File: src/hdl/itoa_pkg.sv
`timescale 1ns / 1ps
`default_nettype none
// ----------------------------------------------------------------------------
// itoa_pkg
// Shared constants, types and the digit-to-character map for the integer to
// text converter.
// ----------------------------------------------------------------------------
package itoa_pkg;

	localparam int VALUE_BITS_DEF = 32;
	localparam int MAX_DIGITS_DEF = 32;

	// quotient bits resolved per divider cycle
	localparam int DIV_BITS = 4;

	localparam logic [4:0] RADIX_MIN   = 5'd2;
	localparam logic [4:0] RADIX_MAX   = 5'd16;
	localparam logic [7:0] MINUS_CHAR  = 8'h2D;
	localparam logic [7:0] ZERO_CHAR   = 8'h30;
	localparam logic [7:0] ALPHA_CHAR  = 8'h41;
	localparam logic [3:0] DIGIT_LIMIT = 4'd9;
	localparam logic [3:0] ALPHA_BASE  = 4'd10;

	typedef struct packed {
		logic       done;
		logic [3:0] rem;
	} div_stat_t;

	function automatic logic [7:0] digit_char(input logic [3:0] d);
		logic [7:0] ch;
		if (d > DIGIT_LIMIT)
			ch = ALPHA_CHAR + {4'd0, d - ALPHA_BASE};
		else
			ch = ZERO_CHAR + {4'd0, d};
		return ch;
	endfunction

endpackage
`default_nettype wire

File: src/hdl/itoa_if.sv
`timescale 1ns / 1ps
`default_nettype none
// ----------------------------------------------------------------------------
// itoa_if
// Valid/ready channels: the input word (value, radix) and the output word
// (one character).
// ----------------------------------------------------------------------------
interface itoa_item_if;
	logic        valid;
	logic        ready;
	logic [31:0] value;
	logic [4:0]  radix;

	modport source (output valid, output value, output radix, input ready);
	modport sink   (input valid, input value, input radix, output ready);
endinterface

interface itoa_text_if;
	logic       valid;
	logic       ready;
	logic [7:0] character;
	logic       last;
	logic       bad_radix;

	modport source (output valid, output character, output last, output bad_radix,
		input ready);
	modport sink   (input valid, input character, input last, input bad_radix,
		output ready);
endinterface
`default_nettype wire

File: src/hdl/int_to_ascii_radix_top.sv
`timescale 1ns / 1ps
`default_nettype none
// ----------------------------------------------------------------------------
// int_to_ascii_radix_top
// Integer to ASCII text in radix 2 to 16, most significant character first.
//
// channel  dir  words                          fields
// item     in   one per conversion             value[31:0], radix[4:0]
// text     out  sign, digits; or one error     character[7:0], last, bad_radix
//
// Bad radix: one word. Digits come from the shared divider (4 quotient bits per
// cycle) and are read back through the registered digit buffer.
// item.ready is low for the whole conversion. A stall on text holds the sequencer.
// Reset clears the sequencer, the output valid and the divider step count; the
// digit buffer and the output word are not reset.
// ----------------------------------------------------------------------------
module int_to_ascii_radix_top
	import itoa_pkg::*;
#(
	parameter int VALUE_BITS = VALUE_BITS_DEF,
	parameter int MAX_DIGITS = MAX_DIGITS_DEF
) (
	input wire logic  clk,
	input wire logic  arst_n,
	itoa_item_if.sink item,
	itoa_text_if.source text
);

	localparam int IDX_W = $clog2(MAX_DIGITS);
	localparam int CNT_W = $clog2(MAX_DIGITS + 1);
	localparam logic [CNT_W-1:0] CNT_MAX = CNT_W'(MAX_DIGITS);
	localparam logic [CNT_W-1:0] CNT_ONE = CNT_W'(1);

	localparam logic [2:0] S_IDLE  = 3'd0;
	localparam logic [2:0] S_DGO   = 3'd1;
	localparam logic [2:0] S_DWAIT = 3'd2;
	localparam logic [2:0] S_SIGN  = 3'd3;
	localparam logic [2:0] S_READ  = 3'd4;
	localparam logic [2:0] S_PUT   = 3'd5;

	logic [2:0]            state_q;
	logic [VALUE_BITS-1:0] mag_q;
	logic                  neg_q;
	logic [4:0]            radix_q;
	logic [CNT_W-1:0]      cnt_q;
	logic [CNT_W-1:0]      idx_q;
	logic [CNT_W-1:0]      cnt_nxt;
	logic [CNT_W-1:0]      rd_idx;

	logic                  o_valid_q;
	logic [7:0]            o_char_q;
	logic                  o_last_q;
	logic                  o_bad_q;
	logic                  out_free;
	logic                  o_load;

	logic [63:0]           val_wide;
	logic [VALUE_BITS-1:0] val;
	logic                  val_neg;
	logic                  radix_bad;

	logic                  div_start;
	logic [VALUE_BITS-1:0] quot;
	div_stat_t             dstat;
	logic                  dig_we;
	logic [3:0]            dig_rd;

	assign out_free  = !o_valid_q || text.ready;
	assign item.ready = (state_q == S_IDLE) && out_free;

	assign val_wide  = {32'd0, item.value};
	assign val       = val_wide[VALUE_BITS-1:0];
	assign val_neg   = val[VALUE_BITS-1];
	assign radix_bad = (item.radix < RADIX_MIN) || (item.radix > RADIX_MAX);

	assign o_load    = (state_q == S_IDLE && item.valid && item.ready && radix_bad) ||
		((state_q == S_SIGN || state_q == S_PUT) && out_free);

	assign div_start = (state_q == S_DGO);
	assign dig_we    = (state_q == S_DWAIT) && dstat.done;
	assign cnt_nxt   = cnt_q + CNT_ONE;
	assign rd_idx    = idx_q - CNT_ONE;

	itoa_div #(
		.VALUE_BITS(VALUE_BITS)
	) u_div (
		.clk      (clk),
		.arst_n   (arst_n),
		.start    (div_start),
		.dividend (mag_q),
		.divisor  (radix_q),
		.quotient (quot),
		.stat     (dstat)
	);

	itoa_dbuf #(
		.MAX_DIGITS(MAX_DIGITS)
	) u_dbuf (
		.clk   (clk),
		.we    (dig_we),
		.waddr (cnt_q[IDX_W-1:0]),
		.wdata (dstat.rem),
		.raddr (rd_idx[IDX_W-1:0]),
		.rdata (dig_rd)
	);

	always_ff @(posedge clk or negedge arst_n) begin
		if (!arst_n) begin
			state_q   <= S_IDLE;
			mag_q     <= '0;
			neg_q     <= 1'b0;
			radix_q   <= '0;
			cnt_q     <= '0;
			idx_q     <= '0;
			o_valid_q <= 1'b0;
		end else begin
			if (o_load)
				o_valid_q <= 1'b1;
			else if (text.ready)
				o_valid_q <= 1'b0;
			unique case (state_q)
				S_IDLE: begin
					if (item.valid && item.ready && !radix_bad) begin
						neg_q   <= val_neg;
						mag_q   <= val_neg ? (~val + VALUE_BITS'(1)) : val;
						radix_q <= item.radix;
						cnt_q   <= '0;
						state_q <= S_DGO;
					end
				end
				S_DGO: begin
					state_q <= S_DWAIT;
				end
				S_DWAIT: begin
					if (dstat.done) begin
						cnt_q <= cnt_nxt;
						mag_q <= quot;
						if (quot == '0 || cnt_nxt == CNT_MAX) begin
							idx_q   <= cnt_nxt;
							state_q <= neg_q ? S_SIGN : S_READ;
						end else begin
							state_q <= S_DGO;
						end
					end
				end
				S_SIGN: begin
					if (out_free)
						state_q <= S_READ;
				end
				S_READ: begin
					state_q <= S_PUT;
				end
				S_PUT: begin
					if (out_free) begin
						idx_q   <= rd_idx;
						state_q <= (idx_q == CNT_ONE) ? S_IDLE : S_READ;
					end
				end
				default: state_q <= S_IDLE;
			endcase
		end
	end

	always_ff @(posedge clk) begin
		if (state_q == S_IDLE && item.valid && item.ready && radix_bad) begin
			o_char_q <= '0;
			o_last_q <= 1'b1;
			o_bad_q  <= 1'b1;
		end else if (state_q == S_SIGN && out_free) begin
			o_char_q <= MINUS_CHAR;
			o_last_q <= 1'b0;
			o_bad_q  <= 1'b0;
		end else if (state_q == S_PUT && out_free) begin
			o_char_q <= digit_char(dig_rd);
			o_last_q <= (idx_q == CNT_ONE);
			o_bad_q  <= 1'b0;
		end
	end

	assign text.valid     = o_valid_q;
	assign text.character = o_char_q;
	assign text.last      = o_last_q;
	assign text.bad_radix = o_bad_q;

`ifndef SYNTHESIS
	a_rem_below_radix: assert property (@(posedge clk) disable iff (!arst_n)
		(state_q == S_DWAIT && dstat.done) |-> ({1'b0, dstat.rem} < radix_q))
		else $error("digit not below radix");

	a_ready_only_idle: assert property (@(posedge clk) disable iff (!arst_n)
		item.ready |-> (state_q == S_IDLE))
		else $error("input taken during conversion");

	a_bad_is_last: assert property (@(posedge clk) disable iff (!arst_n)
		(text.valid && text.bad_radix) |-> (text.last && text.character == '0))
		else $error("error word malformed");

	a_count_bound: assert property (@(posedge clk) disable iff (!arst_n)
		(cnt_q <= CNT_MAX) && (idx_q <= CNT_MAX))
		else $error("digit count beyond buffer");

	a_put_nonempty: assert property (@(posedge clk) disable iff (!arst_n)
		(state_q == S_READ || state_q == S_PUT) |-> (idx_q != '0))
		else $error("emit with no digits left");
`endif

endmodule
`default_nettype wire

File: src/hdl/itoa_div.sv
`timescale 1ns / 1ps
`default_nettype none
// ----------------------------------------------------------------------------
// itoa_div
// Shared iterative divider: magnitude by radix, DIV_BITS quotient bits per
// cycle, restoring compare and subtract on a 5-bit partial remainder.
// ----------------------------------------------------------------------------
module itoa_div
	import itoa_pkg::*;
#(
	parameter int VALUE_BITS = VALUE_BITS_DEF
) (
	input  wire logic                  clk,
	input  wire logic                  arst_n,
	input  wire logic                  start,
	input  wire logic [VALUE_BITS-1:0] dividend,
	input  wire logic [4:0]            divisor,
	output logic      [VALUE_BITS-1:0] quotient,
	output div_stat_t                  stat
);

	localparam int NSTEP = (VALUE_BITS + DIV_BITS - 1) / DIV_BITS;
	localparam int PADW  = NSTEP * DIV_BITS;
	localparam int SW    = $clog2(NSTEP + 1);

	logic [PADW-1:0] work_q, work_d;
	logic [3:0]      rem_q, rem_d;
	logic [SW-1:0]   step_q;
	logic            done_q;

	always_comb begin
		logic [4:0] r5;
		logic [PADW-1:0] w;
		logic [3:0] r;
		w = work_q;
		r = rem_q;
		for (int j = 0; j < DIV_BITS; j++) begin
			r5 = {r, w[PADW-1]};
			w  = {w[PADW-2:0], 1'b0};
			if (r5 >= divisor) begin
				r5   = r5 - divisor;
				w[0] = 1'b1;
			end
			r = r5[3:0];
		end
		work_d = w;
		rem_d  = r;
	end

	always_ff @(posedge clk or negedge arst_n) begin
		if (!arst_n) begin
			step_q <= '0;
			done_q <= 1'b0;
		end else begin
			done_q <= (step_q == SW'(1));
			if (start)
				step_q <= SW'(NSTEP);
			else if (step_q != '0)
				step_q <= step_q - SW'(1);
		end
	end

	always_ff @(posedge clk) begin
		if (start) begin
			work_q <= PADW'(dividend);
			rem_q  <= '0;
		end else if (step_q != '0) begin
			work_q <= work_d;
			rem_q  <= rem_d;
		end
	end

	assign quotient  = work_q[VALUE_BITS-1:0];
	assign stat.done = done_q;
	assign stat.rem  = rem_q;

endmodule
`default_nettype wire

File: src/hdl/itoa_dbuf.sv
`timescale 1ns / 1ps
`default_nettype none
// ----------------------------------------------------------------------------
// itoa_dbuf
// Digit buffer: one write port, one registered read port.
// ----------------------------------------------------------------------------
module itoa_dbuf
	import itoa_pkg::*;
#(
	parameter int MAX_DIGITS = MAX_DIGITS_DEF
) (
	input  wire logic                          clk,
	input  wire logic                          we,
	input  wire logic [$clog2(MAX_DIGITS)-1:0] waddr,
	input  wire logic [3:0]                    wdata,
	input  wire logic [$clog2(MAX_DIGITS)-1:0] raddr,
	output logic      [3:0]                    rdata
);

	logic [3:0] mem [MAX_DIGITS];

	always_ff @(posedge clk) begin
		if (we)
			mem[waddr] <= wdata;
	end

	always_ff @(posedge clk) begin
		rdata <= mem[raddr];
	end

endmodule
`default_nettype wire

File: src/flat_wrapper.sv
// flat-port wrapper written by rule: the top's interface ports become plain ports
module int_to_ascii_radix_top_flat import itoa_pkg::*;
#(
	parameter int VALUE_BITS = VALUE_BITS_DEF,
	parameter int MAX_DIGITS = MAX_DIGITS_DEF
)
  (clk, arst_n, item_valid, item_value, item_radix, item_ready, text_valid, text_character, text_last, text_bad_radix, text_ready);
  itoa_item_if item_i ();
  itoa_text_if text_i ();
  input wire logic clk;
  input wire logic arst_n;
  input wire logic [$bits(item_i.valid)-1:0] item_valid;
  input wire logic [$bits(item_i.value)-1:0] item_value;
  input wire logic [$bits(item_i.radix)-1:0] item_radix;
  output wire logic [$bits(item_i.ready)-1:0] item_ready;
  output wire logic [$bits(text_i.valid)-1:0] text_valid;
  output wire logic [$bits(text_i.character)-1:0] text_character;
  output wire logic [$bits(text_i.last)-1:0] text_last;
  output wire logic [$bits(text_i.bad_radix)-1:0] text_bad_radix;
  input wire logic [$bits(text_i.ready)-1:0] text_ready;
  assign item_i.valid = item_valid;
  assign item_i.value = item_value;
  assign item_i.radix = item_radix;
  assign item_ready = item_i.ready;
  assign text_valid = text_i.valid;
  assign text_character = text_i.character;
  assign text_last = text_i.last;
  assign text_bad_radix = text_i.bad_radix;
  assign text_i.ready = text_ready;
  int_to_ascii_radix_top #(.VALUE_BITS(VALUE_BITS), .MAX_DIGITS(MAX_DIGITS)) u_core (.clk(clk), .arst_n(arst_n), .item(item_i), .text(text_i));
endmodule
File: config.mk
export PLATFORM = sky130hd
export DESIGN_NAME = int_to_ascii_radix_top_flat
export DESIGN_NICKNAME = d
export VERILOG_FILES = /design/src/hdl/itoa_pkg.sv /design/src/hdl/itoa_if.sv /design/src/hdl/int_to_ascii_radix_top.sv /design/src/hdl/itoa_div.sv /design/src/hdl/itoa_dbuf.sv /design/src/flat_wrapper.sv
export SDC_FILE = /design/constraint.sdc
export NUM_CORES = 1
export LEC_CHECK = 0
export ABC_AREA = 1
export BUFFER_PORTS_ARGS = -buffer_cell sky130_fd_sc_hd__buf_2
export CAP_MARGIN = 15
export CORE_MARGIN = 10
export CORE_UTILIZATION = 29
export DETAILED_ROUTE_END_ITERATION = 10
export PLACE_DENSITY = 0.55
export SYNTH_ARGS = -nofsm -noshare
export SYNTH_HDL_FRONTEND = slang
export SYNTH_SLANG_ARGS = --single-unit
File: constraint.sdc
create_clock -name clk -period 4.55 [get_ports clk]
set_clock_uncertainty 0.05 [all_clocks]
set_input_delay 0.455 -clock clk [delete_from_list [all_inputs] [get_ports clk]]
set_output_delay 0.455 -clock clk [all_outputs]
set_load 0.01 [all_outputs]
# [After elaboration in Yosys (flattened, before gate mapping)]
# Memory sizes are Yosys's and may differ from the RTL's. A register that Yosys moved wholly into a read port is not among the register bits.
# Cells that the tools add are included.
[classes] add_sub_neg=11 order_cmp=7 eq_ne=13 n_mux=42 bitwise_logic=1 n_reduce_logical=30
[op_table] cell="two-way mux 32 bit" count=5
[op_table] cell="case mux 32 bit (2 select lines)" count=1
[op_table] cell="two-way mux 6 bit" count=7
[op_table] cell="adder 32 x 1 -> 32 bit (second input constant)" count=1
[op_table] cell="zero test 32 bit" count=1
[op_table] cell="inverter 32 bit" count=1
[op_table] cell="two-way mux 4 bit" count=6
[op_table] cell="case mux 6 bit (2 select lines)" count=2
[op_table] cell="two-way mux 3 bit" count=7
[op_table] cell="greater-or-equal comparator 5 bit" count=4
[op_table] cell="case mux 3 bit (6 select lines)" count=1
[op_table] cell="subtractor 4 bit" count=4
[op_table] cell="two-way mux 1 bit" count=12
[op_table] cell="logical AND 1 bit" count=10
[op_table] cell="nonzero test 2 bit" count=5
[op_table] cell="adder 7 x 4 -> 8 bit (first input constant)" count=1
[op_table] cell="two-way mux 8 bit" count=1
[op_table] cell="AND reduction 4 bit" count=2
[op_table] cell="adder 6 x 4 -> 7 bit (first input constant)" count=1
[op_table] cell="adder 6 x 1 -> 6 bit (second input constant)" count=1
[op_table] cell="== test 3 x 2 -> 1 bit (second input constant)" count=2
[op_table] cell="== test 3 bit (second input constant)" count=2
[op_table] cell="== test 6 x 1 -> 1 bit (second input constant)" count=1
[op_table] cell="== test 6 bit (second input constant)" count=1
[op_table] cell="17 further kinds" count=25
[word_totals] reg_bits=105 ramBits=128 input_bits=41 out_inout_bits=12 mem_count=1
[mem_list] name="u_core.u_dbuf.mem" words=32 word_bits=4 read_ports=1 rd_clocked_by_memory_dff=1 wr=1 line_no="itoa_dbuf.sv:20" source="logic [3:0] mem [MAX_DIGITS];"

# [Depth between registers and ports, before layout]
[logic_depth] depth_word=10 ltp_mapped=36 ltp_nobuf=36

# [By module]
# From an unflattened synthesis, not the netlist that was laid out.
[unflattened] cells_unflattened=1469 area_unflattened_um2=12530.8
[by_module_without_submodules] module="itoa_dbuf" n_inst=1 cells_per_inst=486 area_per_inst_um2=5496.5 seq_area_each_um2=3923.8
[by_module_without_submodules] module="int_to_ascii_radix_top" n_inst=1 cells_per_inst=664 area_per_inst_um2=4299.1 seq_area_each_um2=1531.5
[by_module_without_submodules] module="itoa_div" n_inst=1 cells_per_inst=319 area_per_inst_um2=2735.1 seq_area_each_um2=1166.1

# [Worst setup path before layout]
# No wires, ideal clock.
[synth_timing] kind="register to register" from="register u_core.u_div.rem_q[1]" to="register u_core.u_div.rem_q[0]" t_arrival_ps=4805 required_time_ps=4348 path_slack_ps=-457 path_stages_with_launch=32 path_buffers=0 period_less_slack_ps=5007 path_cell_list="dfxtp_1 > ha_1 > nand2_1 > nand2_1 > nand2_1 > nand3_1 > o21ai_0 > ha_1 > nand2_1 > nand2_1 > nand2_1 > nand3_1 > nor2_1 > nand3_1 > nand2_1 > inv_1 > ha_1 > a21o_1 > nand2_1 > nand4_1 > o21ai_0 > ha_1 > nand3_1 > nand2_1 > nand2_1 > nand3_1 > nand2_1 > nand2_1 > inv_1 > nand2_1 > nand2_1 > o21ai_1"
[synth_via] elab_chain_cells=8 elab_cells_between_ends=11 classes_between="3 x add/sub; 4 x order compare; 4 x mux"
[synth_lines] element="start: declaration" line_no="itoa_div.sv:27" source="logic [3:0] rem_q, rem_d;"
[synth_lines] element="start signal: assignment" line_no="itoa_div.sv:69" source="rem_q <= rem_d;"
[synth_lines] element="subtractor 4 bit / greater-or-equal comparator 5 bit (equally long branches)" line_no="itoa_div.sv:41, itoa_div.sv:40"
[synth_lines] element="two-way mux 4 bit *" line_no="itoa_div.sv:40" source="if (r5 >= divisor) begin"
[synth_lines] element="subtractor 4 bit / greater-or-equal comparator 5 bit (equally long branches)" line_no="itoa_div.sv:41, itoa_div.sv:40"
[synth_lines] element="two-way mux 4 bit *" line_no="itoa_div.sv:40"
[synth_lines] element="greater-or-equal comparator 5 bit / subtractor 4 bit (equally long branches)" line_no="itoa_div.sv:40, itoa_div.sv:41"
[synth_lines] element="two-way mux 4 bit *" line_no="itoa_div.sv:40"
[synth_lines] element="greater-or-equal comparator 5 bit *" line_no="itoa_div.sv:40"
[synth_lines] element="two-way mux 4 bit *" line_no="itoa_div.sv:40"
# Every way passes the cells marked *; elsewhere a longest branch is shown, timed or not.
# A chain may end at the register's enable or synchronous reset.

# [Worst setup path in the final report]
[layout_timing] from="register u_core.radix_q[4]" to="register u_core.u_div.work_q[0] (netlist: u_core.u_div.quotient[0]), data pin"
[layout_via] elab_chain_cells=10 elab_cells_between_ends=12 classes_between="2 x add/sub; 4 x order compare; 6 x mux"
[layout_lines] element="start: declaration" line_no="int_to_ascii_radix_top.sv:44" source="logic [4:0] radix_q;"
[layout_lines] element="start signal: assignment" line_no="int_to_ascii_radix_top.sv:126" source="radix_q <= item.radix;"
[layout_lines] element="greater-or-equal comparator 5 bit" line_no="itoa_div.sv:40"
[layout_lines] element="two-way mux 4 bit" line_no="itoa_div.sv:40"
[layout_lines] element="subtractor 4 bit / greater-or-equal comparator 5 bit (equally long branches)" line_no="itoa_div.sv:41, itoa_div.sv:40"
[layout_lines] element="two-way mux 4 bit" line_no="itoa_div.sv:40"
[layout_lines] element="subtractor 4 bit / greater-or-equal comparator 5 bit (equally long branches)" line_no="itoa_div.sv:41, itoa_div.sv:40"
[layout_lines] element="two-way mux 4 bit" line_no="itoa_div.sv:40"
[layout_lines] element="greater-or-equal comparator 5 bit *" line_no="itoa_div.sv:40"
[layout_lines] element="two-way mux 1 bit *" line_no="itoa_div.sv:40"
[layout_lines] element="two-way mux 32 bit *" line_no="itoa_div.sv:67" source="end else if (step_q != '0) begin"
[layout_lines] element="two-way mux 32 bit *" line_no="itoa_div.sv:64" source="if (start) begin"
[layout_lines] element="end signal: assignment" line_no="itoa_div.sv:65" source="work_q <= PADW'(dividend);"
[layout_lines] element="end signal: assignment" line_no="itoa_div.sv:68" source="work_q <= work_d;"
[layout_lines] element="end: declaration" line_no="itoa_div.sv:26" source="logic [PADW-1:0] work_q, work_d;"
# Every way passes the cells marked *; elsewhere a longest branch is shown, timed or not. The select of a mux whose other input is x is not followed.

==> impl_metrics.tcl <==
set metrics [dict create \
    n_antenna_cell 0 \
    port_buffers 51 \
    dr.pass1.iters 7 \
    endpoint_kind "flip-flop" \
    dieWidth_um 226.7 \
    period_share_pct 101.7 \
    rsz0062_at_grt "true" \
    via_per_inst 4.751 \
    cts.sinks 236 \
    nets 1612 \
    start_util_pct 29.41 \
    slew_violations 0 \
    cp_slowest_cell "dfrtp_1" \
    synth_area_um2 12390 \
    grt.overflow.total 0 \
    core-area_um2 42130 \
    insertion_delay_ps 550 \
    synth_area_per_cell_um2 8.659 \
    grt_max_degree 67 \
    rows 75 \
    required_ps 4780 \
    final-hold-violation-count 0 \
    fin_crit_ps 4627 \
    grt_usage_pct 12.62 \
    drtIter0Drc 619 \
    hold_path.class "in -> reg" \
    synthCells 1431 \
    clkTransAtPathRegs_ps 60 \
    grt_use_met3_pct 1.705 \
    slowest_delay_ps 390 \
    worstMarginPinSlew_ps 754.4 \
    max_freq_mhz 216.1 \
    clockBufferDepth 3 \
    maxCapViolations 0 \
    synth_seq_area_share_pct 53.44 \
    synth_warnings 0 \
    synth_cell_type_count 46 \
    startpoint_type "flip-flop" \
    crit_type "reg -> reg" \
    arrival_ps 4850 \
    slew-limit-headroom_pct 49.35 \
    synth-edff-count 160 \
    placed_cell_area_um2 13490 \
    worstPathMaxFanout 8 \
    drive_gt1_share_pct 17.04 \
    pin_count 53 \
    cts_buffers 28 \
    dieArea_um2 51400 \
    avgRoutedWirePerCell_um 15.87 \
    dp_slack_ps -413.9 \
    synth.net_count 1510 \
    vias 9948 \
    cts_tree "done" \
    cts_htree_levels 1 \
    grtUsageMet1_pct 16.54 \
    areaGrowthSynthToFinish_pct 20.04 \
    setup_viol_count_final 5 \
    synth_ff_type "edfxtp_1" \
    violations "setup timing" \
    grt_busiest_layer "met2" \
    hpwlAfterDp_um 22320 \
    ys_ff_latch 236 \
    synthArstFlopShare_pct 25.00 \
    layout_setup_ws_ps -76.69 \
    wl_um 33230 \
    routabilityCongestion 0.8309 \
    antenna_found_initial 0 \
    grt_pass1_vias 9860 \
    detail-route-antenna-nets 0 \
    grtUsageMet2_pct 21.30 \
    die_y_um 226.7 \
    status "complete, but fails checks" \
    cts_root_buf "clkbuf_16" \
    fin_area_um2 14870 \
    drc 0 \
    grt_pass1_wl_um 52320 \
]
==> placed cells by master, fill, tap and decap left out, drive strengths merged <==
cell,instances
xnor2,12
clkbuf,35
mux2i,1
dlygate4sd3,1
dfxtp,17
a31oi,3
o21bai,3
clkinv,15
nand3b,1
ha,34
xor2,17
fa,4
or2,1
clkinvlp,1
nand3,61
nor3,7
a21boi,1
a221o,1
a21oi,48
edfxtp,160
inv,132
o31ai,2
buf,124
a311oi,1
o22ai,5
o211ai,27
a21o,1
nand4,13
o21ai,185
nor2,230
nor3b,1
conb,1
bufinv,2
nand2,349
dfrtp,59
==> worst paths after layout <==
kind	slack (ps)	startpoint	endpoint	cells after the start
min	120	item_radix[1]	u_core.radix_q[1]$_DFFE_PN0P_	3
max reg2reg	-80	u_core.radix_q[4]$_DFFE_PN0P_	u_core.u_div.quotient[0]$_DFFE_PP_	31
min reg2reg	400	u_core.text.bad_radix$_SDFFE_PP1P_	u_core.text.bad_radix$_SDFFE_PP1P_	2
max	-80	u_core.radix_q[4]$_DFFE_PN0P_	u_core.u_div.quotient[0]$_DFFE_PP_	31
min in group asynchronous	380	arst_n	u_core.radix_q[1]$_DFFE_PN0P_	2
max in group asynchronous	3050	arst_n	u_core.mag_q[30]$_DFFE_PN0P_	3
==> per-stage QoR <==
step	std cells	TNS, ps	util (%)	hold slack, ps
floorplan	1431	0	-	109.4
global placement	2023	-794.7	32.01	389.7
detailed placement	2023	-1982	32.01	383.1
CTS	2084	-3.483	34.63	101.9
global route	2094	-1400	35.30	142.1
finish	2094	-216.3	35.30	121.5
==> Yosys cell counts, types with 3 or more instances <==
library cell / instances / area (um2)
buf_1: 3 / 11.26
nand4_1: 13 / 81.33
clkbuf_1: 21 / 78.83
nor2_2: 3 / 18.77
o21ai_0: 171 / 855.8
dfxtp_1: 17 / 340.3
fa_1: 4 / 80.08
o21ai_1: 14 / 70.07
xnor2_1: 12 / 105.1
inv_2: 6 / 22.52
a21oi_2: 17 / 148.9
o22ai_1: 5 / 31.28
xor2_1: 16 / 140.1
a21oi_1: 31 / 155.2
nor2_1: 226 / 848.3
buf_2: 21 / 105.1
inv_1: 126 / 473.0
nor3_1: 5 / 25.02
a31oi_1: 3 / 18.77
buf_6: 4 / 45.04
nand2_1: 346 / 1299
nand2_2: 3 / 18.77
dfrtp_1: 59 / 1476
ha_1: 34 / 425.4
o211ai_1: 27 / 202.7
edfxtp_1: 160 / 4805
o21bai_1: 3 / 22.52
buf_4: 4 / 30.03
nand3_1: 60 / 300.3
==> worst max-delay path, delay by kind of cell, from the launching register on <==
kind,cells,cell delay (ps)
simple gates,19,1860
fa+ha+maj,4,1000
compound gates,5,720
flops,1,390
buf+inv,3,340
==> layout make-up <==
cell class / count / area (um2)
well taps: 539 / 674.4
inverters: 133 / 501.7
repair buffers: 125 / 817.0
multi-input cells: 1009 / 5375
flip-flops and latches: 236 / 6638
clock buffers: 35 / 726.9
clock inverters: 17 / 141.4
fillers: 4310 / 27260
==> kinds of logic after synthesis <==
group	Yosys count	share of synthesized area [%]
flip-flops	236	53.44
AND/OR/NAND/NOR	663	21.47
other	1	0.03026
XOR/XNOR	29	2.110
adder cells (fa/ha/maj)	38	4.080
multiplexers	1	0.08079
AO/OA/AOI/OAI	277	12.58
buffers and inverters	186	6.210
==> state kept, by name, summed over array words and instances (netlist names), 3 cells and up <==
| name | flops |
|---|---|
| u_core.cnt_q | 6 |
| u_core.idx_q | 6 |
| u_core.mag_q | 32 |
| u_core.radix_q | 5 |
| u_core.state_q | 3 |
| u_core.text.character | 7 |
| u_core.u_dbuf.mem | 128 |
| u_core.u_dbuf.rdata | 4 |
| u_core.u_div.quotient | 32 |
| u_core.u_div.rem_q | 4 |
| u_core.u_div.step_q | 4 |
==> per-layer routing <==
layer  up-vias  share of wire, %
met5         -                 0
met4         0               2.1
met3        45               3.6
li1       4973                 -
met1      4736                47
met2       194                48
==> timing repair <==
action	in CTS	in global routing
buffers inserted	8	10
setup endpoints to repair	5	5
resized for setup	31	47
pin swaps	22	35
hold buffers	1	0
hold endpoints to repair	15	0
Power is not shown: default switching activity piles up to over one toggle a cycle in this logic, so the estimate is an artifact.
